[src/hdl/irt_pkg.sv]
// Shared constants, state type and digit alphabet for the radix text converter.
// No dependencies; imported by integer_to_radix_text.
`default_nettype none

package irt_pkg;

  localparam int VALUE_BITS = 32;
  localparam int MAX_RADIX  = 36;
  localparam int MIN_RADIX  = 2;
  localparam int MIN_ROOM   = 2;

  localparam int NUM_W  = 32;
  localparam int RDX_W  = 6;
  localparam int ROOM_W = 6;
  localparam int CHAR_W = 8;

  localparam int DIG_W  = (MAX_RADIX > 2) ? $clog2(MAX_RADIX) : 1;
  localparam int DIG_MAX = VALUE_BITS;
  localparam int CNT_W  = $clog2(DIG_MAX + 1);
  localparam int LEN_W  = ((CNT_W > ROOM_W) ? CNT_W : ROOM_W) + 1;
  localparam int BIT_W  = $clog2(VALUE_BITS);

  localparam logic [CHAR_W-1:0] CHAR_ZERO  = 8'h30;
  localparam logic [CHAR_W-1:0] CHAR_LOWA  = 8'h61;
  localparam logic [CHAR_W-1:0] CHAR_MINUS = 8'h2d;
  localparam logic [CHAR_W-1:0] CHAR_NUL   = 8'h00;

  typedef enum logic [2:0] {
    ST_IDLE,
    ST_DIV,
    ST_CHECK,
    ST_SIGN,
    ST_EMIT,
    ST_ERR
  } state_t;

  // Map a digit value to its character in 0-9, a-z.
  function automatic logic [CHAR_W-1:0] digit_char(input logic [DIG_W-1:0] d);
    logic [CHAR_W-1:0] w;
    w = CHAR_W'(d);
    if (w < CHAR_W'(10)) begin
      return CHAR_ZERO + w;
    end else begin
      return CHAR_LOWA + w - CHAR_W'(10);
    end
  endfunction

endpackage

`default_nettype wire

[src/hdl/integer_to_radix_text.sv]
// Signed integer to ASCII text in base 2 to 36, one character per output word.
// Bit-serial restoring divider, digit stack and output register; uses irt_pkg.
// Each request runs one divider pass per digit, a fit check, an optional sign word, then
// the digits. The divider yields one quotient bit per cycle and one digit per pass.
// No new request is taken until the previous one's last word is in the output register.
// Bad requests return their single error word (fit errors after the passes).
// Reset: synchronous, active low; clears the sequencer and the output valid only.
`default_nettype none

module integer_to_radix_text (
  input  wire logic                       clk,
  input  wire logic                       rst_n,
  input  wire logic                       in_valid,
  output logic                            in_stall,
  input  wire logic [irt_pkg::NUM_W-1:0]  in_number,
  input  wire logic [irt_pkg::RDX_W-1:0]  in_radix,
  input  wire logic [irt_pkg::ROOM_W-1:0] in_room,
  output logic                            out_valid,
  input  wire logic                       out_stall,
  output logic [irt_pkg::CHAR_W-1:0]      out_text_char,
  output logic                            out_final_char,
  output logic                            out_bad_request
);
  import irt_pkg::*;

  // Sequencer.
  state_t state_r, state_nxt;

  // Divider: quo_r shifts the dividend out at the top and the quotient in at the bottom.
  logic [VALUE_BITS-1:0] quo_r, quo_nxt;
  logic [RDX_W-1:0]      rem_r, rem_nxt;
  logic [BIT_W-1:0]      bit_cnt_r, bit_cnt_nxt;
  logic [RDX_W-1:0]      radix_r, radix_nxt;
  logic [ROOM_W-1:0]     room_r, room_nxt;
  logic                  neg_r, neg_nxt;

  // Digit stack: push at entry 0, pop from entry 0, so the last digit found leaves first.
  logic [DIG_W-1:0] dig_r   [DIG_MAX];
  logic [DIG_W-1:0] dig_nxt [DIG_MAX];
  logic [CNT_W-1:0] ndig_r, ndig_nxt;

  // Output register.
  logic              out_valid_r, out_valid_nxt;
  logic [CHAR_W-1:0] out_char_r, out_char_nxt;
  logic              out_final_r, out_final_nxt;
  logic              out_bad_r, out_bad_nxt;

  // Combinational helpers.
  logic                  in_take;
  logic                  out_free;
  logic                  req_bad;
  logic                  in_neg;
  logic [VALUE_BITS-1:0] in_raw;
  logic [VALUE_BITS-1:0] in_mag;
  logic [RDX_W:0]        trial;
  logic                  trial_ge;
  logic [RDX_W:0]        trial_sub;
  logic                  pass_end;
  logic [LEN_W-1:0]      text_len;
  logic                  fit_bad;

  assign in_stall = (state_r != ST_IDLE);
  assign in_take  = in_valid && !in_stall;
  assign out_free = !out_valid_r || !out_stall;

  assign in_raw  = in_number[VALUE_BITS-1:0];
  assign in_neg  = in_raw[VALUE_BITS-1];
  // The most negative value wraps back to itself: read as unsigned it is 2^(VALUE_BITS-1).
  assign in_mag  = in_neg ? (~in_raw + VALUE_BITS'(1)) : in_raw;
  assign req_bad = (in_radix < RDX_W'(MIN_RADIX)) || (in_radix > RDX_W'(MAX_RADIX)) ||
                   (in_room < ROOM_W'(MIN_ROOM));

  // One restoring division step: bring down the next dividend bit, subtract if it fits.
  assign trial     = {rem_r, quo_r[VALUE_BITS-1]};
  assign trial_ge  = (trial >= {1'b0, radix_r});
  assign trial_sub = trial - {1'b0, radix_r};
  assign pass_end  = (bit_cnt_r == BIT_W'(VALUE_BITS - 1));

  // Sign plus digits plus terminator must fit the room.
  assign text_len = LEN_W'(ndig_r) + LEN_W'(neg_r) + LEN_W'(1);
  assign fit_bad  = (text_len > LEN_W'(room_r));

  // Next state.
  always_comb begin
    state_nxt = state_r;
    unique case (state_r)
      ST_IDLE: begin
        if (in_take) begin
          state_nxt = req_bad ? ST_ERR : ST_DIV;
        end
      end
      ST_DIV: begin
        if (pass_end && (quo_nxt == '0)) begin
          state_nxt = ST_CHECK;
        end
      end
      ST_CHECK: begin
        if (fit_bad) begin
          state_nxt = ST_ERR;
        end else if (neg_r) begin
          state_nxt = ST_SIGN;
        end else begin
          state_nxt = ST_EMIT;
        end
      end
      ST_SIGN: begin
        if (out_free) begin
          state_nxt = ST_EMIT;
        end
      end
      ST_EMIT: begin
        if (out_free && (ndig_r == CNT_W'(1))) begin
          state_nxt = ST_IDLE;
        end
      end
      ST_ERR: begin
        if (out_free) begin
          state_nxt = ST_IDLE;
        end
      end
      default: state_nxt = ST_IDLE;
    endcase
  end

  // Datapath and output word.
  always_comb begin
    quo_nxt       = quo_r;
    rem_nxt       = rem_r;
    bit_cnt_nxt   = bit_cnt_r;
    radix_nxt     = radix_r;
    room_nxt      = room_r;
    neg_nxt       = neg_r;
    ndig_nxt      = ndig_r;
    dig_nxt       = dig_r;
    out_char_nxt  = out_char_r;
    out_final_nxt = out_final_r;
    out_bad_nxt   = out_bad_r;
    // Drop the held word once it is taken.
    out_valid_nxt = out_valid_r && out_stall;

    unique case (state_r)
      ST_IDLE: begin
        if (in_take) begin
          quo_nxt     = in_mag;
          rem_nxt     = '0;
          bit_cnt_nxt = '0;
          radix_nxt   = in_radix;
          room_nxt    = in_room;
          neg_nxt     = in_neg;
          ndig_nxt    = '0;
        end
      end
      ST_DIV: begin
        quo_nxt     = {quo_r[VALUE_BITS-2:0], trial_ge};
        rem_nxt     = trial_ge ? trial_sub[RDX_W-1:0] : trial[RDX_W-1:0];
        bit_cnt_nxt = bit_cnt_r + BIT_W'(1);
        if (pass_end) begin
          // Push the remainder as the next digit and start a fresh pass on the quotient.
          for (int i = DIG_MAX - 1; i > 0; i--) begin
            dig_nxt[i] = dig_r[i-1];
          end
          dig_nxt[0]  = rem_nxt[DIG_W-1:0];
          ndig_nxt    = ndig_r + CNT_W'(1);
          rem_nxt     = '0;
          bit_cnt_nxt = '0;
        end
      end
      ST_CHECK: begin
      end
      ST_SIGN: begin
        if (out_free) begin
          out_valid_nxt = 1'b1;
          out_char_nxt  = CHAR_MINUS;
          out_final_nxt = 1'b0;
          out_bad_nxt   = 1'b0;
        end
      end
      ST_EMIT: begin
        if (out_free) begin
          out_valid_nxt = 1'b1;
          out_char_nxt  = digit_char(dig_r[0]);
          out_final_nxt = (ndig_r == CNT_W'(1));
          out_bad_nxt   = 1'b0;
          for (int i = 0; i < DIG_MAX - 1; i++) begin
            dig_nxt[i] = dig_r[i+1];
          end
          ndig_nxt = ndig_r - CNT_W'(1);
        end
      end
      ST_ERR: begin
        if (out_free) begin
          out_valid_nxt = 1'b1;
          out_char_nxt  = CHAR_NUL;
          out_final_nxt = 1'b1;
          out_bad_nxt   = 1'b1;
        end
      end
      default: begin
      end
    endcase
  end

  // Control registers.
  always_ff @(posedge clk) begin
    if (!rst_n) begin
      state_r     <= ST_IDLE;
      out_valid_r <= 1'b0;
    end else begin
      state_r     <= state_nxt;
      out_valid_r <= out_valid_nxt;
    end
  end

  // Payload registers, no reset.
  always_ff @(posedge clk) begin
    quo_r       <= quo_nxt;
    rem_r       <= rem_nxt;
    bit_cnt_r   <= bit_cnt_nxt;
    radix_r     <= radix_nxt;
    room_r      <= room_nxt;
    neg_r       <= neg_nxt;
    ndig_r      <= ndig_nxt;
    dig_r       <= dig_nxt;
    out_char_r  <= out_char_nxt;
    out_final_r <= out_final_nxt;
    out_bad_r   <= out_bad_nxt;
  end

  assign out_valid       = out_valid_r;
  assign out_text_char   = out_char_r;
  assign out_final_char  = out_final_r;
  assign out_bad_request = out_bad_r;

`ifndef SYNTHESIS
  a_busy_after_take: assert property (@(posedge clk) disable iff (!rst_n)
    in_take |=> (state_r != ST_IDLE))
    else $error("item taken but sequencer stayed idle");

  a_rem_below_radix: assert property (@(posedge clk) disable iff (!rst_n)
    (state_r == ST_DIV) |-> (rem_r < radix_r))
    else $error("partial remainder not below radix");

  a_emit_has_digits: assert property (@(posedge clk) disable iff (!rst_n)
    (state_r == ST_EMIT) |-> (ndig_r != '0))
    else $error("emitting from an empty digit stack");

  a_error_word: assert property (@(posedge clk) disable iff (!rst_n)
    (out_valid && out_bad_request) |-> (out_final_char && (out_text_char == CHAR_NUL)))
    else $error("error word malformed");

  a_sign_first: assert property (@(posedge clk) disable iff (!rst_n)
    ((state_r == ST_SIGN) && out_free) |=> (out_valid && !out_final_char))
    else $error("sign word lost or marked final");
`endif

endmodule

`default_nettype wire

[config.mk]
export PLATFORM = sky130hd
export DESIGN_NAME = integer_to_radix_text
export DESIGN_NICKNAME = d
export VERILOG_FILES = /design/src/hdl/irt_pkg.sv /design/src/hdl/integer_to_radix_text.sv
export SDC_FILE = /design/constraint.sdc
export NUM_CORES = 1
export LEC_CHECK = 0
export ABC_AREA = 0
export BUFFER_PORTS_ARGS = -buffer_cell sky130_fd_sc_hd__buf_4
export CAP_MARGIN = 20
export CORE_MARGIN = 2
export CORE_UTILIZATION = 30
export CTS_BUF_LIST = sky130_fd_sc_hd__clkbuf_4 sky130_fd_sc_hd__clkbuf_8
export DETAILED_ROUTE_END_ITERATION = 8
export PLACE_DENSITY = 0.52
export SETUP_SLACK_MARGIN = 0.5
export SYNTH_ARGS = -nofsm -noshare
export SYNTH_HDL_FRONTEND = slang
export SYNTH_SLANG_ARGS = --single-unit
export TNS_END_PERCENT = 50
[constraint.sdc]
create_clock -name clk -period 13.1 [get_ports clk]
set_input_delay 1.965 -clock clk [delete_from_list [all_inputs] [get_ports clk]]
set_output_delay 1.965 -clock clk [all_outputs]
set_load 0.01 [all_outputs]
==> impl_summary.log <==
INFO  metric synth_mux_area_frac = 0.00229
INFO  metric floorplan.rows = 76
INFO  metric async_reset_ff_frac = 0
INFO  metric detailedRoute.firstPassIterationCount = 8
INFO  metric die_height = 213 um
INFO  metric effective_utilization_at_floorplan = 0.304
INFO  metric drc_violations = 0
INFO  metric netlist-cell-type-count = around 60
INFO  metric portBuffers = 59
INFO  metric synth.top_cells.by_area = sky130_fd_sc_hd__edfxtp_1 (53%), sky130_fd_sc_hd__nand2_1 (11%), sky130_fd_sc_hd__nand3_1 (7.4%)
INFO  metric detail-route-antenna-nets = 0
INFO  metric critical_path.max_fanout = 6
INFO  metric dpl.hpwl = approximately 18000 um
INFO  metric floorplan.die_area = 0.0453 mm^2
INFO  metric p_sw_frac = 0.372
INFO  metric finalCriticalPeriod = between 4000 and 5000 ps
INFO  metric synth_top_family_by_area = simple AND/OR/NAND/NOR gates
INFO  metric fin_crit_sh = 0.362
INFO  metric setup-violations-final = 0
INFO  metric worst_ep_arrival_time = 5250 ps
INFO  metric postSynthRegisterBits = approximately 270
INFO  metric most_frequent_cell_after_synthesis = sky130_fd_sc_hd__nand2_1
INFO  metric die_w = between 200 and 250 um
INFO  metric netSwitchingPower = ~1.2 mW
INFO  metric global_route_usage_over_all_layers = 0.135
INFO  metric cts_tree = built
INFO  metric cts.clk_slew.worst_paths = 60 ps
INFO  metric pwr_density_cell = around 210 mW/mm^2
INFO  metric hold_depth = 0
INFO  metric synthesis.instances = 1333
INFO  metric post-synth-top-area-cell = sky130_fd_sc_hd__edfxtp_1
INFO  metric antenna_violations_before_repair = 0
INFO  metric outcome = complete, no violations
INFO  metric cts-root-buf = sky130_fd_sc_hd__clkbuf_8
INFO  metric critical_path_class = input port to flop
INFO  metric grt_pass1_vias = roughly 9.5k
INFO  metric cts-buffers-inserted = 48
INFO  metric cellInternalPower = approximately 2.0 mW
INFO  metric via_per_inst = ~4.9
INFO  metric finalHoldViolCount = 0
INFO  metric slew_headroom = 0.243
INFO  metric syn_area_per_cell = around 9.8 um^2
INFO  metric synth.top_cells.by_count = sky130_fd_sc_hd__nand2_1 (398), sky130_fd_sc_hd__edfxtp_1 (232), sky130_fd_sc_hd__nand3_1 (194), sky130_fd_sc_hd__clkbuf_1 (63), sky130_fd_sc_hd__nor2_1 (49)
INFO  metric synth_warnings = 0
INFO  metric floorplan.io_pins = 60
INFO  metric synth-xor-area-share = 0.0294
INFO  metric gp_congestion = 0.858
INFO  metric ctsHtreeMaxLevel = 2
INFO  metric finalInstanceArea = 0.0150 mm^2
INFO  metric clock_sinks = around 270
INFO  metric syn-cell-area = 0.0131 mm^2
INFO  metric totalPowerFinal = approximately 3.2 mW
INFO  metric wire_length_of_the_first_global_routing_pass = 49400 um
INFO  metric p_leak = roughly 5.9 nW
INFO  metric maximum_operating_frequency = about 0.21 GHz
INFO  metric setup_repair_after_global_routing_missed_its_margin = false
INFO  metric synth_fa_ha_area_frac = 0.0254
INFO  metric dr_total_vias = approximately 10k
INFO  metric cts_setup_buffers = 0
INFO  metric maxCapViolCount = 0
INFO  metric p_comb_frac = 0.304
INFO  metric hp-start = dig_r[9]$_DFFE_PP_
INFO  metric reg2reg_from = state_r[0]$_SDFFE_PN0P_
INFO  metric final_layout_size_suffix_gt1_frac = 0.117
INFO  metric power.ir.vdd_worst = between 0.15 and 0.2 mV
INFO  metric route.detailed.wl_per_inst = about 15 um
INFO  metric first_iter_violations = 699
INFO  metric final_net_count = between 1k and 1.5k
INFO  metric wl = around 30000 um
INFO  metric synth_edf_count = about 230
INFO  metric syn2layout_area_growth = 14.8%
INFO  metric cts_resized = 0
INFO  metric clock_tree_skew_after_final_layout = 41.3 ps
INFO  metric antenna_cells = 0
INFO  metric maxSlewViolCount = 0
INFO  metric crit_required = approximately 14000 ps
INFO  metric finalSetupTns = 0 ps
INFO  metric reg2regPathDepth = 10
INFO  metric num-fill-cells = 4409
INFO  metric synth_top_flop_cell = sky130_fd_sc_hd__edfxtp_1
INFO  metric cts_hold_buffers = 0
INFO  metric synth_top_area_share = 0.532
INFO  metric endpoint_kind = flop
INFO  metric grt_overflow = 0
INFO  metric synth-compound-area-share = 0.0850
INFO  metric part_of_the_total_power_dissipated_in_the_clock_network = 0.238
INFO  metric grt_start_max_net_pins = 187
INFO  metric placement.cell_area = 0.0141 mm^2
INFO  metric core-area = 0.0431 mm^2
INFO  metric worstMarginPinSlew = roughly 1100 ps
INFO  metric critical_path.startpoint = in_number[1]
INFO  metric category_of_the_worst_setup_path_launch_point = input port
INFO  metric mappedNetlistNets = about 1.4k
INFO  metric power.share.sequential = 0.458
INFO  metric clock_latency = 620 ps
INFO  metric worstHoldPathType = flop to flop
INFO  metric synth-simple-area-share = 0.237
INFO  metric clk_path_buf_depth = 3
INFO  metric yosysSeqAreaShare = 0.587
cell type report:
class | instances | area (um^2) | share of cell area
sequential | 268 | 7690 | 0.512
multi-input combinational | 950 | 5000 | 0.333
clock buffer | 60 | 757 | 0.0504
tap | 585 | 732 | 0.0487
timing repair buffer | 71 | 586 | 0.0390
clock inverter | 24 | 146 | 0.00974
inverter | 30 | 113 | 0.00750
registers in the layout, summed over array words and instances (netlist names):
name and count:
room_r 6, state_r 3, bit_cnt_r 5, out_valid 1, dig_r 192, ndig_r 6
quo_r 32, out_text_char 8, out_bad_request 1, neg_r 1, radix_r 6, out_final_char 1
rem_r 6
routing by layer:
| metal | vias to the layer above | global-route usage | part of all wire |
|---|---|---|---|
| met5 | - | 0 | 0 |
| met4 | 0 | 0.0564 | 0.027 |
| met3 | 49 | 0.0266 | 0.042 |
| met2 | 173 | 0.204 | 0.45 |
| met1 | 4752 | 0.187 | 0.48 |
| li1 | 4790 | - | - |
path summary, 6_finish.rpt:
kind	endpoint	slack, ps
worst max-delay path	state_r[0]$_SDFFE_PN0P_	8360
worst max register to register	state_r[0]$_SDFFE_PN0P_	9150
worst min-delay path	dig_r[3]$_DFFE_PP_	460
worst min register to register	dig_r[3]$_DFFE_PP_	460
worst max-delay path, cell delays in order:
cell and delay [ps]:
sky130_fd_sc_hd__buf_4 120, sky130_fd_sc_hd__inv_1 70, sky130_fd_sc_hd__ha_1 180, sky130_fd_sc_hd__or4b_4 500, sky130_fd_sc_hd__or2_1 380, sky130_fd_sc_hd__o41ai_2 400
sky130_fd_sc_hd__xor2_1 170, sky130_fd_sc_hd__o21ai_0 110, sky130_fd_sc_hd__or3_1 400, sky130_fd_sc_hd__or4_4 450, sky130_fd_sc_hd__o21ai_4 190, sky130_fd_sc_hd__mux2i_1 220
sky130_fd_sc_hd__o21ai_1 70
cells in the final DEF, fill, tap and decap left out, types with 5 or more instances in the layout:
cell type,netlist,routed
sky130_fd_sc_hd__a22oi_1,22,22
sky130_fd_sc_hd__o21ai_0,28,28
sky130_fd_sc_hd__o31ai_1,10,10
sky130_fd_sc_hd__nor4_1,6,6
sky130_fd_sc_hd__nor3_1,11,11
sky130_fd_sc_hd__clkinv_1,0,13
sky130_fd_sc_hd__nand3_1,194,194
sky130_fd_sc_hd__o41ai_1,5,5
sky130_fd_sc_hd__xnor2_1,10,10
sky130_fd_sc_hd__a21oi_1,29,29
sky130_fd_sc_hd__o21a_1,5,5
sky130_fd_sc_hd__nand2b_1,6,5
sky130_fd_sc_hd__ha_1,25,24
sky130_fd_sc_hd__dfxtp_1,36,36
sky130_fd_sc_hd__nor2_1,49,48
sky130_fd_sc_hd__or4_1,5,5
sky130_fd_sc_hd__clkinv_2,0,7
sky130_fd_sc_hd__or3_1,9,9
sky130_fd_sc_hd__o21ai_1,28,28
sky130_fd_sc_hd__xor2_1,34,34
sky130_fd_sc_hd__nand2_1,398,397
sky130_fd_sc_hd__clkbuf_4,0,11
sky130_fd_sc_hd__buf_4,1,68
sky130_fd_sc_hd__inv_1,28,28
sky130_fd_sc_hd__o22ai_1,9,9
sky130_fd_sc_hd__o211ai_1,5,5
sky130_fd_sc_hd__edfxtp_1,232,232
sky130_fd_sc_hd__clkbuf_8,0,49
logic make-up after synthesis:
family	Yosys count
AO/OA/AOI/OAI	169
XOR/XNOR	44
adder cells (fa/ha/maj)	26
buffers and inverters	115
flip-flops	268
multiplexers	3
AND/OR/NAND/NOR	708
power groups by stage:
stage                     sequential [mW]  combinational, mW  clock (mW)
after floorplan                      1.44              0.714           0
after global placement               1.47              0.958           0
after detailed placement             1.47              0.972           0
after CTS                            1.46              0.975       0.789
after global routing                 1.49               1.10       0.825
final                                1.46              0.969       0.759
stage by stage:
| stage | setup WS [ps] | hold slack (ps) | std cells | util |
|---|---|---|---|---|
| finish | 8360 | 459 | 1988 | 0.349 |
| detailed placement | 7780 | 439 | 1902 | 0.327 |
| floorplan | 6170 | 426 | 1333 | - |
| global placement | 7820 | 433 | 1902 | 0.327 |
| CTS | 8470 | 463 | 1986 | 0.348 |
| global route | 8200 | 479 | 1988 | 0.349 |
Note: power is estimated with default switching activity, not from simulation.
